<file path="src/rtl/core/counting_semaphore_wait_queue_assert.svh">
// Assertion macros for the counting semaphore wait queue
`ifndef COUNTING_SEMAPHORE_WAIT_QUEUE_ASSERT_SVH
`define COUNTING_SEMAPHORE_WAIT_QUEUE_ASSERT_SVH

`ifndef SYNTHESIS

`define CSQ_ASSERT(lbl, clk, rst_n, prop) \
    lbl: assert property (@(posedge clk) disable iff (!rst_n) (prop)) \
        else $error("assertion failed");

`define CSQ_ASSERT_NEVER(lbl, clk, rst_n, cond) \
    lbl: assert property (@(posedge clk) disable iff (!rst_n) !(cond)) \
        else $error("forbidden condition seen");

`else

`define CSQ_ASSERT(lbl, clk, rst_n, prop)

`define CSQ_ASSERT_NEVER(lbl, clk, rst_n, cond)

`endif

`endif

</file>
<file path="src/rtl/core/csq_pkg.sv">
// Package: types, codes and constants of the counting semaphore wait queue
`timescale 1ns / 1ps
`default_nettype none

package csq_pkg;

    localparam int MAX_WAITERS_DEF = 16;
    localparam int ID_BITS_DEF     = 8;

    localparam int CMD_W    = 3;
    localparam int ID_W     = 8;
    localparam int STATUS_W = 3;
    localparam int VALUE_W  = 17;
    localparam int COUNT_W  = 18;
    localparam int CFG_W    = 16;
    localparam int APB_W    = 32;
    localparam int ADDR_W   = 3;

    localparam logic signed [COUNT_W-1:0] TOP_COUNT = 18'sd65535;

    localparam logic [CMD_W-1:0] CMD_WAIT     = 3'd0;
    localparam logic [CMD_W-1:0] CMD_POST     = 3'd1;
    localparam logic [CMD_W-1:0] CMD_TRY_TAKE = 3'd2;
    localparam logic [CMD_W-1:0] CMD_QUERY    = 3'd3;
    localparam logic [CMD_W-1:0] CMD_TAKE_ALL = 3'd4;
    localparam logic [CMD_W-1:0] CMD_POST_ALL = 3'd5;
    localparam logic [CMD_W-1:0] CMD_CANCEL   = 3'd6;

    localparam logic [STATUS_W-1:0] ST_OK        = 3'd0;
    localparam logic [STATUS_W-1:0] ST_QUEUED    = 3'd1;
    localparam logic [STATUS_W-1:0] ST_FULL      = 3'd2;
    localparam logic [STATUS_W-1:0] ST_NOT_FOUND = 3'd3;
    localparam logic [STATUS_W-1:0] ST_NOT_AVAIL = 3'd4;

    localparam logic [ADDR_W-1:0] REG_INIT_COUNT = 3'd0;

    typedef enum logic [1:0] {
        S_IDLE,
        S_CANCEL,
        S_DRAIN
    } t_state;

    typedef struct packed {
        logic load;
        logic shift;
    } t_cell_ctl;

endpackage

`default_nettype wire

</file>
<file path="src/rtl/core/csq_cell.sv">
// One slot of the waiter queue: loads a new id or takes its right neighbor's id
`timescale 1ns / 1ps
`default_nettype none

module csq_cell
    import csq_pkg::*;
#(
    parameter int ID_BITS = ID_BITS_DEF
) (
    input  wire logic               i_clk,
    input  wire t_cell_ctl          i_ctl,
    input  wire logic [ID_BITS-1:0] i_load_id,
    input  wire logic [ID_BITS-1:0] i_next_id,
    output logic      [ID_BITS-1:0] o_id
);

    logic [ID_BITS-1:0] r_id;

    always_ff @(posedge i_clk) begin
        if (i_ctl.load) begin
            r_id <= i_load_id;
        end else if (i_ctl.shift) begin
            r_id <= i_next_id;
        end
    end

    assign o_id = r_id;

endmodule

`default_nettype wire

</file>
<file path="src/rtl/core/counting_semaphore_wait_queue.sv">
// Top level: counting semaphore with a FIFO wait queue built as a row of cells
//
//  channel   | ports                                   | handshake
//  ----------+-----------------------------------------+----------------------------
//  request   | i_cmd, i_requester_id                   | start high and busy low
//  result    | o_status, o_woken_valid, o_woken_id,    | o_valid, one cycle per
//            | o_value, o_last                         | result, no backpressure
//  config    | psel, penable, pwrite, paddr, pwdata,   | APB write, pready tied high
//            | prdata, pready                          |
//
//  Wait, post, try-take, query, take-all and unused codes: result one cycle after
//  the request; busy stays low, so a request may follow in every cycle.
//  Post-all: one result per waiter, one per cycle, as the cells shift to the head.
//  Cancel: the queue rotates once through the cells, then one result.
//  Reset loads count 0 and empties the queue; the queue cells need no clearing.
//  The receiver cannot stall: each result shows for exactly one cycle.
`timescale 1ns / 1ps
`default_nettype none

`include "counting_semaphore_wait_queue_assert.svh"

module counting_semaphore_wait_queue
    import csq_pkg::*;
#(
    parameter int MAX_WAITERS = MAX_WAITERS_DEF,
    parameter int ID_BITS     = ID_BITS_DEF
) (
    input  wire logic                       i_clk,
    input  wire logic                       i_rst_n,
    input  wire logic                       start,
    output logic                            busy,
    input  wire logic [CMD_W-1:0]           i_cmd,
    input  wire logic [ID_W-1:0]            i_requester_id,
    output logic                            o_valid,
    output logic      [STATUS_W-1:0]        o_status,
    output logic                            o_woken_valid,
    output logic      [ID_W-1:0]            o_woken_id,
    output logic signed [VALUE_W-1:0]       o_value,
    output logic                            o_last,
    input  wire logic                       psel,
    input  wire logic                       penable,
    input  wire logic                       pwrite,
    input  wire logic [ADDR_W-1:0]          paddr,
    input  wire logic [APB_W-1:0]           pwdata,
    output logic      [APB_W-1:0]           prdata,
    output logic                            pready
);

    localparam int OCC_W = $clog2(MAX_WAITERS + 1);

    t_state                      r_state, n_state;
    logic signed [COUNT_W-1:0]   r_count, n_count;
    logic [OCC_W-1:0]            r_occ, n_occ;
    logic [OCC_W-1:0]            r_steps, n_steps;
    logic [OCC_W-1:0]            r_total, n_total;
    logic                        r_found, n_found;
    logic [ID_BITS-1:0]          r_cid, n_cid;
    logic [CFG_W-1:0]            r_init;

    logic                        r_valid, n_valid;
    logic [STATUS_W-1:0]         r_status, n_status;
    logic                        r_wv, n_wv;
    logic [ID_W-1:0]             r_wid, n_wid;
    logic signed [VALUE_W-1:0]   r_value, n_value;
    logic                        r_last, n_last;

    logic                        q_shift;
    logic                        q_wr;
    logic [OCC_W-1:0]            q_wr_idx;
    logic [ID_BITS-1:0]          q_wr_data;
    logic [ID_BITS-1:0]          cell_id [MAX_WAITERS];
    logic [ID_BITS-1:0]          head;
    logic [ID_BITS-1:0]          in_id;

    logic                        accept;
    logic                        cfg_we;
    logic                        cnt_pos;
    logic                        drop;

    assign accept  = start && !busy;
    assign busy    = (r_state != S_IDLE);
    assign cfg_we  = psel && penable && pwrite && (paddr == REG_INIT_COUNT)
                     && (r_state == S_IDLE) && !start;
    assign pready  = 1'b1;
    assign prdata  = (paddr == REG_INIT_COUNT) ? APB_W'(r_init) : '0;
    assign in_id   = ID_BITS'(i_requester_id);
    assign head    = cell_id[0];
    assign cnt_pos = !r_count[COUNT_W-1] && (r_count != '0);
    assign drop    = !r_found && (head == r_cid);

    for (genvar g = 0; g < MAX_WAITERS; g++) begin : g_cell
        t_cell_ctl          ctl;
        logic [ID_BITS-1:0] next_id;

        assign ctl.load  = q_wr && (q_wr_idx == OCC_W'(g));
        assign ctl.shift = q_shift;

        if (g == MAX_WAITERS - 1) begin : g_end
            assign next_id = cell_id[g];
        end else begin : g_mid
            assign next_id = cell_id[g + 1];
        end

        csq_cell #(
            .ID_BITS (ID_BITS)
        ) u_cell (
            .i_clk     (i_clk),
            .i_ctl     (ctl),
            .i_load_id (q_wr_data),
            .i_next_id (next_id),
            .o_id      (cell_id[g])
        );
    end

    always_ff @(posedge i_clk) begin
        if (!i_rst_n) begin
            r_state <= S_IDLE;
            r_count <= '0;
            r_occ   <= '0;
            r_init  <= '0;
            r_valid <= 1'b0;
        end else begin
            r_state <= n_state;
            r_valid <= n_valid;
            if (cfg_we) begin
                r_init  <= pwdata[CFG_W-1:0];
                r_count <= COUNT_W'(pwdata[CFG_W-1:0]);
                r_occ   <= '0;
            end else begin
                r_count <= n_count;
                r_occ   <= n_occ;
            end
        end
    end

    always_ff @(posedge i_clk) begin
        r_steps  <= n_steps;
        r_total  <= n_total;
        r_found  <= n_found;
        r_cid    <= n_cid;
        r_status <= n_status;
        r_wv     <= n_wv;
        r_wid    <= n_wid;
        r_value  <= n_value;
        r_last   <= n_last;
    end

    always_comb begin
        n_state   = r_state;
        n_count   = r_count;
        n_occ     = r_occ;
        n_steps   = r_steps;
        n_total   = r_total;
        n_found   = r_found;
        n_cid     = r_cid;
        n_valid   = 1'b0;
        n_status  = ST_OK;
        n_wv      = 1'b0;
        n_wid     = '0;
        n_value   = '0;
        n_last    = 1'b1;
        q_shift   = 1'b0;
        q_wr      = 1'b0;
        q_wr_idx  = r_occ;
        q_wr_data = in_id;

        case (r_state)
            S_IDLE: begin
                if (accept) begin
                    n_valid = 1'b1;
                    case (i_cmd)
                        CMD_WAIT: begin
                            if (cnt_pos) begin
                                n_count = r_count - 18'sd1;
                            end else if (r_occ >= OCC_W'(MAX_WAITERS)) begin
                                n_status = ST_FULL;
                            end else begin
                                q_wr     = 1'b1;
                                n_occ    = r_occ + OCC_W'(1);
                                n_count  = r_count - 18'sd1;
                                n_status = ST_QUEUED;
                            end
                        end
                        CMD_POST: begin
                            if (r_occ != '0) begin
                                q_shift = 1'b1;
                                n_occ   = r_occ - OCC_W'(1);
                                n_count = r_count + 18'sd1;
                                n_wv    = 1'b1;
                                n_wid   = ID_W'(head);
                            end else if (r_count < TOP_COUNT) begin
                                n_count = r_count + 18'sd1;
                            end
                        end
                        CMD_TRY_TAKE: begin
                            if (cnt_pos) begin
                                n_count = r_count - 18'sd1;
                            end else begin
                                n_status = ST_NOT_AVAIL;
                            end
                        end
                        CMD_QUERY: begin
                            n_value = r_count[VALUE_W-1:0];
                        end
                        CMD_TAKE_ALL: begin
                            if (cnt_pos) begin
                                n_value = r_count[VALUE_W-1:0];
                                n_count = '0;
                            end
                        end
                        CMD_POST_ALL: begin
                            if (r_occ != '0) begin
                                n_valid = 1'b0;
                                n_total = r_occ;
                                n_state = S_DRAIN;
                            end
                        end
                        CMD_CANCEL: begin
                            if (r_occ != '0) begin
                                n_valid = 1'b0;
                                n_steps = r_occ;
                                n_found = 1'b0;
                                n_cid   = in_id;
                                n_state = S_CANCEL;
                            end else begin
                                n_status = ST_NOT_FOUND;
                            end
                        end
                        default: begin
                            n_status = ST_NOT_AVAIL;
                        end
                    endcase
                end
            end
            S_DRAIN: begin
                n_valid = 1'b1;
                n_wv    = 1'b1;
                n_wid   = ID_W'(head);
                n_value = VALUE_W'(r_total);
                n_last  = (r_occ == OCC_W'(1));
                q_shift = 1'b1;
                n_occ   = r_occ - OCC_W'(1);
                if (r_occ == OCC_W'(1)) begin
                    n_count = '0;
                    n_state = S_IDLE;
                end
            end
            S_CANCEL: begin
                q_shift   = 1'b1;
                q_wr_data = head;
                q_wr_idx  = r_occ - OCC_W'(1);
                n_steps   = r_steps - OCC_W'(1);
                if (drop) begin
                    n_occ   = r_occ - OCC_W'(1);
                    n_found = 1'b1;
                end else begin
                    q_wr = 1'b1;
                end
                if (r_steps == OCC_W'(1)) begin
                    n_valid = 1'b1;
                    n_state = S_IDLE;
                    if (r_found || drop) begin
                        n_count = r_count + 18'sd1;
                    end else begin
                        n_status = ST_NOT_FOUND;
                    end
                end
            end
            default: begin
                n_state = S_IDLE;
            end
        endcase
    end

    assign o_valid       = r_valid;
    assign o_status      = r_status;
    assign o_woken_valid = r_wv;
    assign o_woken_id    = r_wid;
    assign o_value       = r_value;
    assign o_last        = r_last;

    `CSQ_ASSERT_NEVER(a_occ_bound, i_clk, i_rst_n, r_occ > OCC_W'(MAX_WAITERS))

    `CSQ_ASSERT(a_count_matches_queue, i_clk, i_rst_n, (r_state == S_IDLE) |-> (r_count[COUNT_W-1] ? ((r_count + COUNT_W'(r_occ)) == '0) : (r_occ == '0)))

    `CSQ_ASSERT(a_request_answered, i_clk, i_rst_n, accept |=> (o_valid || busy))

endmodule

`default_nettype wire
</file>
<file path="config.mk">
export PLATFORM = sky130hd
export DESIGN_NAME = counting_semaphore_wait_queue
export DESIGN_NICKNAME = d
export VERILOG_FILES = /design/src/rtl/core/csq_pkg.sv /design/src/rtl/core/csq_cell.sv /design/src/rtl/core/counting_semaphore_wait_queue.sv
export VERILOG_INCLUDE_DIRS = /design/src /design/src/rtl/core
export SDC_FILE = /design/constraint.sdc
export NUM_CORES = 1
export LEC_CHECK = 0
export CAP_MARGIN = 10
export CORE_ASPECT_RATIO = 0.5
export CORE_MARGIN = 2
export CORE_UTILIZATION = 45
export DETAILED_ROUTE_END_ITERATION = 10
export DONT_BUFFER_PORTS = 1
export GPL_TIMING_DRIVEN = 0
export PLACE_DENSITY_LB_ADDON = 0.15
export SLEW_MARGIN = 20
export SYNTH_ARGS = -nofsm -noshare
export SYNTH_HDL_FRONTEND = slang
export SYNTH_SLANG_ARGS = --single-unit
</file>
<file path="constraint.sdc">
create_clock -name i_clk -period 6.6 [get_ports i_clk]
set_input_delay 0.66 -clock i_clk [delete_from_list [all_inputs] [get_ports i_clk]]
set_output_delay 0.66 -clock i_clk [all_outputs]
set_load 0.01 [all_outputs]
</file>
Yosys cells after proc, flatten, opt, wreduce, memory -nomap -nowiden
Cells that the tools add are included.
{ "totals": {"regBits": 219, "in_bits": 52, "output_inout_bits": 65, "elab_cells": 261} }
{ "op_classes": {"n_addsub": 5, "n_lt_le_gt_ge": 2, "eq_ne": 54, "n_mux": 102, "n_bitwise": 1, "reduce_logical": 66} }
{ "ops": {"columns": ["cell", "count"], "rows": [
  ["$mux W8", 34],
  ["$mux W18", 10],
  ["$pmux W18 S4", 1],
  ["$pmux W17 S2", 2],
  ["$pmux W18 S3", 1],
  ["$mux W5", 9],
  ["$eq A5 B4 Y1 const B", 8],
  ["$mux W17", 2],
  ["$reduce_bool A2 Y1", 17],
  ["$ne A3 B3 Y1 const B", 11],
  ["$mux W16", 2],
  ["$logic_and A1 B1 Y1", 24],
  ["$eq A5 B3 Y1 const B", 4],
  ["$mux W2", 10],
  ["$pmux W5 S2", 2],
  ["$reduce_and A10 Y1", 2],
  ["$add A18 B2 Y18 const B", 1],
  ["$lt A18 B17 Y1 const B", 1],
  ["$reduce_bool A18 Y1", 1],
  ["$sub A18 B2 Y18 const B", 1],
  ["$mux W1", 16],
  ["$ne A4 B4 Y1 const B", 4],
  ["$pmux W8 S2", 1],
  ["$eq A5 B1 Y1 const B", 3],
  ["other kinds (39)", 63]
]} }

Longest topological paths before layout
Gate-level depths: netlist of run 1.
{ "logic_depth": {"depth_word": 8, "mapped_depth": 11, "mapped_depth_nobuf": 9} }

Cells and area by module
A second synthesis of run 1 with hierarchy kept.
{ "unflattened": {"hier_cells": 922, "area_unflattened_um2": 11353.4} }
{ "by_module_without_submodules": {"columns": ["module", "n_inst", "cells_per_inst", "area_each_um2", "seq_area_each_um2"], "rows": [
  ["csq_cell", 16, 18, 377.9, 240.2],
  ["counting_semaphore_wait_queue", 1, 634, 5307.6, 2011.9]
]} }

Least setup slack after synthesis of run 1
Ideal clock, no wire load.
{ "synth_path": {"path_type": "flip-flop to flip-flop", "from": "register r_occ[0]", "to": "register g_cell[4].u_cell.r_id[0], enable pin", "setup_ns": 0.304, "arrival_ns": 2.534, "required_time_ns": 6.296, "slack_ns": 3.762, "path_stages_with_launch": 11, "path_buffers": 3, "period_less_slack_ns": 2.838, "cell_sequence": "dfxtp_1 clkbuf_1 inv_1 ha_1 or4b_2 clkbuf_1 nand2_1 nor2_1 o21bai_1 clkbuf_1 nand2b_1"} }
{ "synth_between": {"elab_chain_cells": 8, "elab_cells_between_ends": 16, "classes_between": "add/sub (1); order compare (1); eq/ne (1); mux (10); reduce/logical (3)"} }
{ "synth_lines": {"columns": ["item", "line", "rtl"], "rows": [
  ["start, declared", "counting_semaphore_wait_queue.sv:53", "logic [OCC_W-1:0] r_occ, n_occ;"],
  ["start signal, assigned", "counting_semaphore_wait_queue.sv:131", "r_occ <= n_occ;"],
  ["$ge A5 B5 Y1", "counting_semaphore_wait_queue.sv:175", "end else if (r_occ >= OCC_W'(MAX_WAITERS)) begin"],
  ["$mux W1", "counting_semaphore_wait_queue.sv:175", null],
  ["$mux W1", "counting_semaphore_wait_queue.sv:173", "if (cnt_pos) begin"],
  ["$mux W1", "counting_semaphore_wait_queue.sv:171", "case (i_cmd)"],
  ["$mux W1", "counting_semaphore_wait_queue.sv:169", "if (accept) begin"],
  ["$pmux W1 S2", "counting_semaphore_wait_queue.sv:167", "case (r_state)"],
  ["$logic_and A1 B1 Y1", "counting_semaphore_wait_queue.sv:95", "assign ctl.load = q_wr && (q_wr_idx == OCC_W'(g));"],
  ["$reduce_bool A2 Y1 (no line) *", null, null],
  ["end signal, assigned", "csq_cell.sv:21", "r_id <= i_load_id;"],
  ["end signal, assigned", "csq_cell.sv:23", "r_id <= i_next_id;"],
  ["end, declared", "csq_cell.sv:17", "logic [ID_BITS-1:0] r_id;"]
]} }
Mark *: on every way between the ends. The rest lies on a longest branch, timed or not.
A chain may end at the register's enable or synchronous reset.

Worst setup path in the final report of run 1
{ "layout_path": {"from": "register r_occ[0]", "to": "register g_cell[5].u_cell.r_id[5], enable pin"} }
{ "layout_between": {"elab_chain_cells": 8, "elab_cells_between_ends": 16, "classes_between": "add/sub (1); order compare (1); eq/ne (1); mux (10); reduce/logical (3)"} }
{ "layout_lines": {"columns": ["item", "line"], "rows": [
  ["$ge A5 B5 Y1", "counting_semaphore_wait_queue.sv:175"],
  ["$mux W1", "counting_semaphore_wait_queue.sv:175"],
  ["$mux W1", "counting_semaphore_wait_queue.sv:173"],
  ["$mux W1", "counting_semaphore_wait_queue.sv:171"],
  ["$mux W1", "counting_semaphore_wait_queue.sv:169"],
  ["$pmux W1 S2", "counting_semaphore_wait_queue.sv:167"],
  ["$logic_and A1 B1 Y1", "counting_semaphore_wait_queue.sv:95"],
  ["$reduce_bool A2 Y1 (no line) *", null],
  ["end signal, assigned", "csq_cell.sv:21"],
  ["end signal, assigned", "csq_cell.sv:23"],
  ["end, declared", "csq_cell.sv:17"]
]} }
Marked as above.

==> results.cfg, run 1 <==
[critical_path]
rr_worst_depth = 10
r2r_slack_ns = 2.82
start_kind = flop
cp-end-kind = flop
critical_path_arrival_ns = 3.97
max_stage_delay_ns = 0.59
cp_top_family = simple AND/OR/NAND/NOR gates
crit_path_top_delay_cell = or4b_2
path_class = reg -> reg
crit_path_cell_trace = clkbuf_1, inv_1, ha_1, or4b_2, clkbuf_1, nand2_1, nor2_1, o21bai_1, clkbuf_1, nand2b_1
crit_top_cell = clkbuf_1
cp_max_fo = 10
crit_required_ns = 6.79
r2r_start = r_occ[0]
worst-path-buf-inv = 4
timing.rr.end = g_cell[5].u_cell.o_id[5]

[synthesis]
synth_edf_count = 147
ys.flop_type = edfxtp_1
yosysMostFrequentCell = edfxtp_1
seq_area_frac_synth_pct = 54.24
ys_seq_elements = 219
syn_inst = 926
ys_warn_count = 0
avgSynthCellArea_um2 = 11.66
ys_async_sr_fraction_pct = 0
syn-cell-area_um2 = 10800
synth_top_cell_area_share_pct = 40.89
yosysTopAreaCell = edfxtp_1
synthTopCellsByCount = 147 x edfxtp_1, 127 x mux2_2, 83 x nand2_1, 72 x dfxtp_1, 44 x clkbuf_1
synth_area_leaders = edfxtp_1 41%, dfxtp_1 13%, mux2_2 13%
synth_cell_types = 73

[grt]
top_usage_layer = met2
antenna_found_initial = 0
use_met2_pct = 35.02
use_met1_pct = 27.56
grt_pass1_vias = 6933
grt_max_degree = 16
grt_use_total_pct = 20.89
grtUsageMet3_pct = 4.122
grt-ovfl-total = 0
grt_pass1_wl_um = 40740

[route]
postRouteAntennaNets = 0
wire_per_inst_um = 20.36
drt_iter0_markers = 782
drcViolationCount = 0
wl_um = 26310
via_per_inst = 5.596
firstDrtPassIters = 6
vias = 7230

[cells_and_area]
num-nets-final = 1029
fillCellCount = 2082
syn_to_final_growth_pct = 10.30
post-route-util_pct = 50.09
postLayoutCellArea_um2 = 11910
drive_above_1_share_pct = 22.01
antenna_cells = 0

[power]
swShare_pct = 27.41
power_density_nw_per_um2 = 269.1
p_int_mw = 2.326
seqPwrFrac_pct = 49.2
combinationalPowerShare_pct = 14.6
switchingPower_mw = 0.8783
p_leak_nw = 4.191
pwr-share-clk_pct = 36.2
peakVddDrop_mv = 0.1709
total_power_mw = 3.204

[clock_tree]
cts_setup_buffers = 0
cts_sinks = 219
clkTransAtPathRegs_ns = 0.07
clk_latency_ns = 0.54
cts_buffers = 22
root_buffer = clkbuf_16
post_cts_resized = 0
clk_path_buf_depth = 3
cts_tree = built
htree_levels = 1
postCtsHoldBufs = 0

[min_path]
holdCritPathClass = in -> reg
worstHoldStart = i_requester_id[4]
whs_path_depth = 0
whs_endpoint = r_cid[4]

[floorplan]
io_pins = 117
coreArea_um2 = 23770
die_area_um2 = 25320
die_x_um = 223.1
die_h_um = 113.5
start_util_pct = 45.42
rows = 40

[placement]
hpwlAfterDp_um = 19000
dpl_cell_area_um2 = 11250
routabilityCongestion = 0.9059
io_buffers = 0
post-place-ws_ns = 2.869

[sta]
period_minus_slack_ns = 3.782
fmax_ghz = 0.2644
period_share_pct = 57.30
slew_viol_final = 0
rsz0062_at_grt = false
finalHoldViolCount = 0
worst_pin_slew_ns = 0.9798
relSlewSlack_pct = 33.99
setup_violations = 0
fin_skew_ns = 0.02108
fin_ws_ns = 2.818
tns_ns = 0

[status]
outcome = finished clean

[run]
drv_cap = 0
## worst max path at each step
stage | from | end | slack [ns] | depth (start not counted)
after floorplan | r_occ[0] | g_cell[4].u_cell.o_id[0] | 3.76 | 10
after global placement | r_occ[0] | g_cell[5].u_cell.o_id[6] | 2.86 | 10
after detailed placement | r_occ[0] | g_cell[5].u_cell.o_id[6] | 2.87 | 10
after CTS | r_occ[0] | g_cell[4].u_cell.o_id[0] | 2.85 | 10
after global routing | r_occ[0] | g_cell[5].u_cell.o_id[5] | 2.55 | 10
final | r_occ[0] | g_cell[5].u_cell.o_id[5] | 2.82 | 10
## state kept, by name (all words and copies together), names as in the netlist
register / cells
o_status: 3
r_occ: 5
g_cell.u_cell.o_id: 128
r_found: 1
r_state: 2
r_steps: 5
r_total: 5
o_last: 1
r_cid: 8
r_init: 16
o_woken_valid: 1
o_woken_id: 8
r_count: 18
o_valid: 1
o_value: 17
## worst reg2reg max path, cell delays in order (launching register included)
cell,delay [ns]
dfxtp_1,0.35
clkbuf_1,0.22
inv_1,0.23
ha_1,0.18
or4b_2,0.59
clkbuf_1,0.20
nand2_1,0.19
nor2_1,0.08
o21bai_1,0.51
clkbuf_1,0.50
nand2b_1,0.38
## per-stage QoR
step                      hold slack (ns)  std cells
after floorplan                    0.4029        941
after detailed placement           0.4325       1256
after global placement             0.4332       1256
final                              0.2167       1292
after CTS                          0.2007       1292
after global routing               0.2001       1292
## power by group through the flow
| stage | Combinational (mW) | Clock, mW | Sequential [mW] |
|---|---|---|---|
| 6_report | 0.469 | 1.16 | 1.58 |
| 5_1_grt | 0.515 | 1.23 | 1.58 |
| 4_1_cts | 0.464 | 1.17 | 1.58 |
| 3_5_place_dp | 0.461 | 0 | 1.60 |
| 3_3_place_gp | 0.457 | 0 | 1.60 |
| 2_1_floorplan | 0.353 | 0 | 1.59 |
## final cells by class
cell class	instances	area (um2)	share of cell area, %
buffer	72	371.6	3.120
clock buffer	25	561.8	4.717
clock inverter	11	90.09	0.7565
inverter	20	75.07	0.6304
multi-input combinational	630	4561	38.30
sequential	219	5856	49.17
tap	315	394.1	3.310
## per-layer routing
layer	wire length [um]	vias up
li1	-	3444
met1	11900	3545
met2	12310	189
met3	1342	52
met4	760	0
met5	0	-
## cells by family (layout without fill, tap and decap cells)
kind of cell / Yosys count / after routing / share of synthesized area [%]
muxes: 129 / 129 / 13.44
and+or+nand+nor: 281 / 281 / 13.86
adders and majority gates: 13 / 13 / 1.483
buffers and inverters: 92 / 128 / 4.137
other: 2 / 17 / 0.06956
DFF: 219 / 219 / 54.24
AOI/OAI and AO/OA: 158 / 158 / 10.18
xor gates and xnor gates: 32 / 32 / 2.596
## placed cells by master (no fill, tap or decap), drive strengths merged, types with 3 or more instances in the layout
master,n
nor3,31
a41oi,3
and3,8
a21o,3
xnor2,27
nor4,5
dfxtp,72
buf,28
inv,21
a21boi,17
a22oi,3
nand2b,7
or4,4
a22o,6
mux2,128
clkinv,8
ha,12
a31o,3
a31oi,9
edfxtp,147
o21ai,39
o2111ai,3
nand2,91
nand3,17
nor2,43
a21oi,34
or2,4
nor2b,14
o221ai,9
conb,17
or3,3
nand4,9
and2,31
o211ai,3
xor2,5
o211a,5
nor3b,6
clkbuf,69
Note: power is estimated with default switching activity, not from simulation.
==> inputs of run 2 (changes only) <==
==> constraint.sdc (replaced) <==
create_clock -name i_clk -period 3.5 [get_ports i_clk]
set_input_delay 0.35 -clock i_clk [delete_from_list [all_inputs] [get_ports i_clk]]
set_output_delay 0.35 -clock i_clk [all_outputs]
set_load 0.01 [all_outputs]
==> run 2 against run 1 <==
Sequential share of layout area fell by 0.92 points. Largest power group unchanged. Power rose by 89%. Core utilization rose by 0.95 points. Sequential power rose by 88%. Highest routed layer unchanged. Critical endpoint is now g_cell[4].u_cell.o_id[0]. Design area rose by 1.9%. Global-route usage rose by 0.14 points. Non-clock buffer count rose by 20. Register-to-register slack got worse by 2.6 ns. Clock power rose by 89%. Clock skew fell by 0.0041 ns.
==> results.cfg, run 2 (synthesized netlist as in run 1, its figures left out) <==
[status]
outcome = finished clean

[sta]
tns_ns = 0
period_share_pct = 93.88
worst_pin_slew_ns = 0.8965
fin_skew_ns = 0.01701
fin_ws_ns = 0.2142
relSlewSlack_pct = 40.24
fmax_ghz = 0.3043
rsz0062_at_grt = false
holdWs_ns = 0.01742
setup_violations = 0
finalHoldViolCount = 0
slew_viol_final = 0
period_minus_slack_ns = 3.286

[placement]
io_buffers = 0
hpwlAfterDp_um = 19000
post-place-ws_ns = -0.2313
routabilityCongestion = 0.9059

[critical_path]
cp_top_family = simple AND/OR/NAND/NOR gates
critical_path_arrival_ns = 3.56
crit_path_cell_trace = inv_1, ha_1, nor3b_2, nand4_1, o21ai_2, a41oi_4, nor3b_4, and2b_1, buf_6, mux2_2
r2r_slack_ns = 0.21
r2r_start = r_count[0]
cp_max_fo = 9
crit_path_top_delay_cell = dfxtp_1
cp-end-kind = flop
worst-path-buf-inv = 2
timing.rr.end = g_cell[4].u_cell.o_id[0]
crit_required_ns = 3.78
path_class = reg -> reg
max_stage_delay_ns = 0.40
rr_worst_depth = 10
start_kind = flop

[floorplan]
rows = 40
io_pins = 117
die_h_um = 113.5
start_util_pct = 45.42
coreArea_um2 = 23770
die_area_um2 = 25320
die_x_um = 223.1

[grt]
grt_pass1_vias = 7034
grt-ovfl-total = 0
grt_use_total_pct = 21.04
grt_max_degree = 16
antenna_found_initial = 0
grt_pass1_wl_um = 41060

[route]
wl_um = 26530
postRouteAntennaNets = 0
vias = 7326
drt_iter0_markers = 784
drcViolationCount = 0
wire_per_inst_um = 20.22
via_per_inst = 5.584
firstDrtPassIters = 5

[run]
drv_cap = 0

[min_path]
worstHoldStart = pwdata[7]
whs_path_depth = 2
holdCritPathClass = in -> reg
whs_endpoint = r_count[7]

[cells_and_area]
syn_to_final_growth_pct = 12.40
antenna_cells = 0
num-nets-final = 1049
final_cell_mix = 147 x edfxtp_1, 127 x mux2_2, 79 x nand2_1
layout_commonest_cell = edfxtp_1
largest_reg_flops = 128
drive_above_1_share_pct = 23.67

[power]
power_density_nw_per_um2 = 499.3
peakVddDrop_mv = 0.3210
p_leak_nw = 4.296

[clock_tree]
cts_sinks = 219
root_buffer = clkbuf_16
cts_buffers = 22
clk_latency_ns = 0.54
htree_levels = 1
clk_path_buf_depth = 3
clkTransAtPathRegs_ns = 0.08
cts_tree = built
-- run 2: worst max-delay path by stage --
stage / from / to / slack (ns) / cells after the start
detailed placement: r_occ[0] / g_cell[5].u_cell.o_id[6] / -0.23 / 10
finish: r_count[0] / g_cell[4].u_cell.o_id[0] / 0.21 / 10
floorplan: r_occ[0] / g_cell[4].u_cell.o_id[0] / 0.66 / 10
global route: r_occ[0] / g_cell[5].u_cell.o_id[5] / 0.02 / 10
CTS: r_count[0] / g_cell[4].u_cell.o_id[0] / 0.005 / 10
global placement: r_occ[0] / g_cell[5].u_cell.o_id[6] / -0.24 / 10
-- run 2: power breakdown --
part	internal [mW]	leakage, nW	total (mW)	switching [mW]
registers	2.89	1.91	2.97	0.0806
clock network	1.17	0.314	2.19	1.02
logic	0.343	2.07	0.901	0.557
-- run 2: worst reg2reg max path, stage by stage (launching register included) --
cell and delay [ns]:
dfxtp_1 0.40, inv_1 0.16, ha_1 0.24, nor3b_2 0.27, nand4_1 0.26, o21ai_2 0.32
a41oi_4 0.28, nor3b_4 0.37, and2b_1 0.19, buf_6 0.15, mux2_2 0.38
-- run 2: per-stage QoR --
stage	instance area (um2)	total power, mW	std cells	util, %
5_1_grt	12140	6.298	1312	51.05
2_1_floorplan	10850	3.662	941	-
3_3_place_gp	11250	3.886	1256	47.31
6_report	12140	6.060	1312	51.05
4_1_cts	12040	6.072	1304	50.66
3_5_place_dp	11250	3.896	1256	47.33
-- run 2: layer usage --
| layer | part of all wire, % | global-route usage (%) |
|---|---|---|
| met1 | 44 | 27.48 |
| met2 | 47 | 35.63 |
| met3 | 5.3 | 4.122 |
| met4 | 2.8 | 6.801 |
| met5 | 0 | 0 |
-- run 2: final cells by class --
class / instances / area (um2)
Inverter: 20 / 75.07
Fill cell: 2061 / 11640
Clock inverter: 11 / 90.09
Timing Repair Buffer: 20 / 190.2
Tap cell: 315 / 394.1
Clock buffer: 25 / 561.8
Multi-Input combinational cell: 630 / 4591
Sequential cell: 219 / 5856
Buffer: 72 / 377.9
-- run 2: repair_timing --
item	CTS	global route
setup buffers	1	8
hold endpoints to repair	12	0
hold buffers	11	0
setup endpoints to repair	96	232
pin swaps	1	3
gates resized for setup	4	12
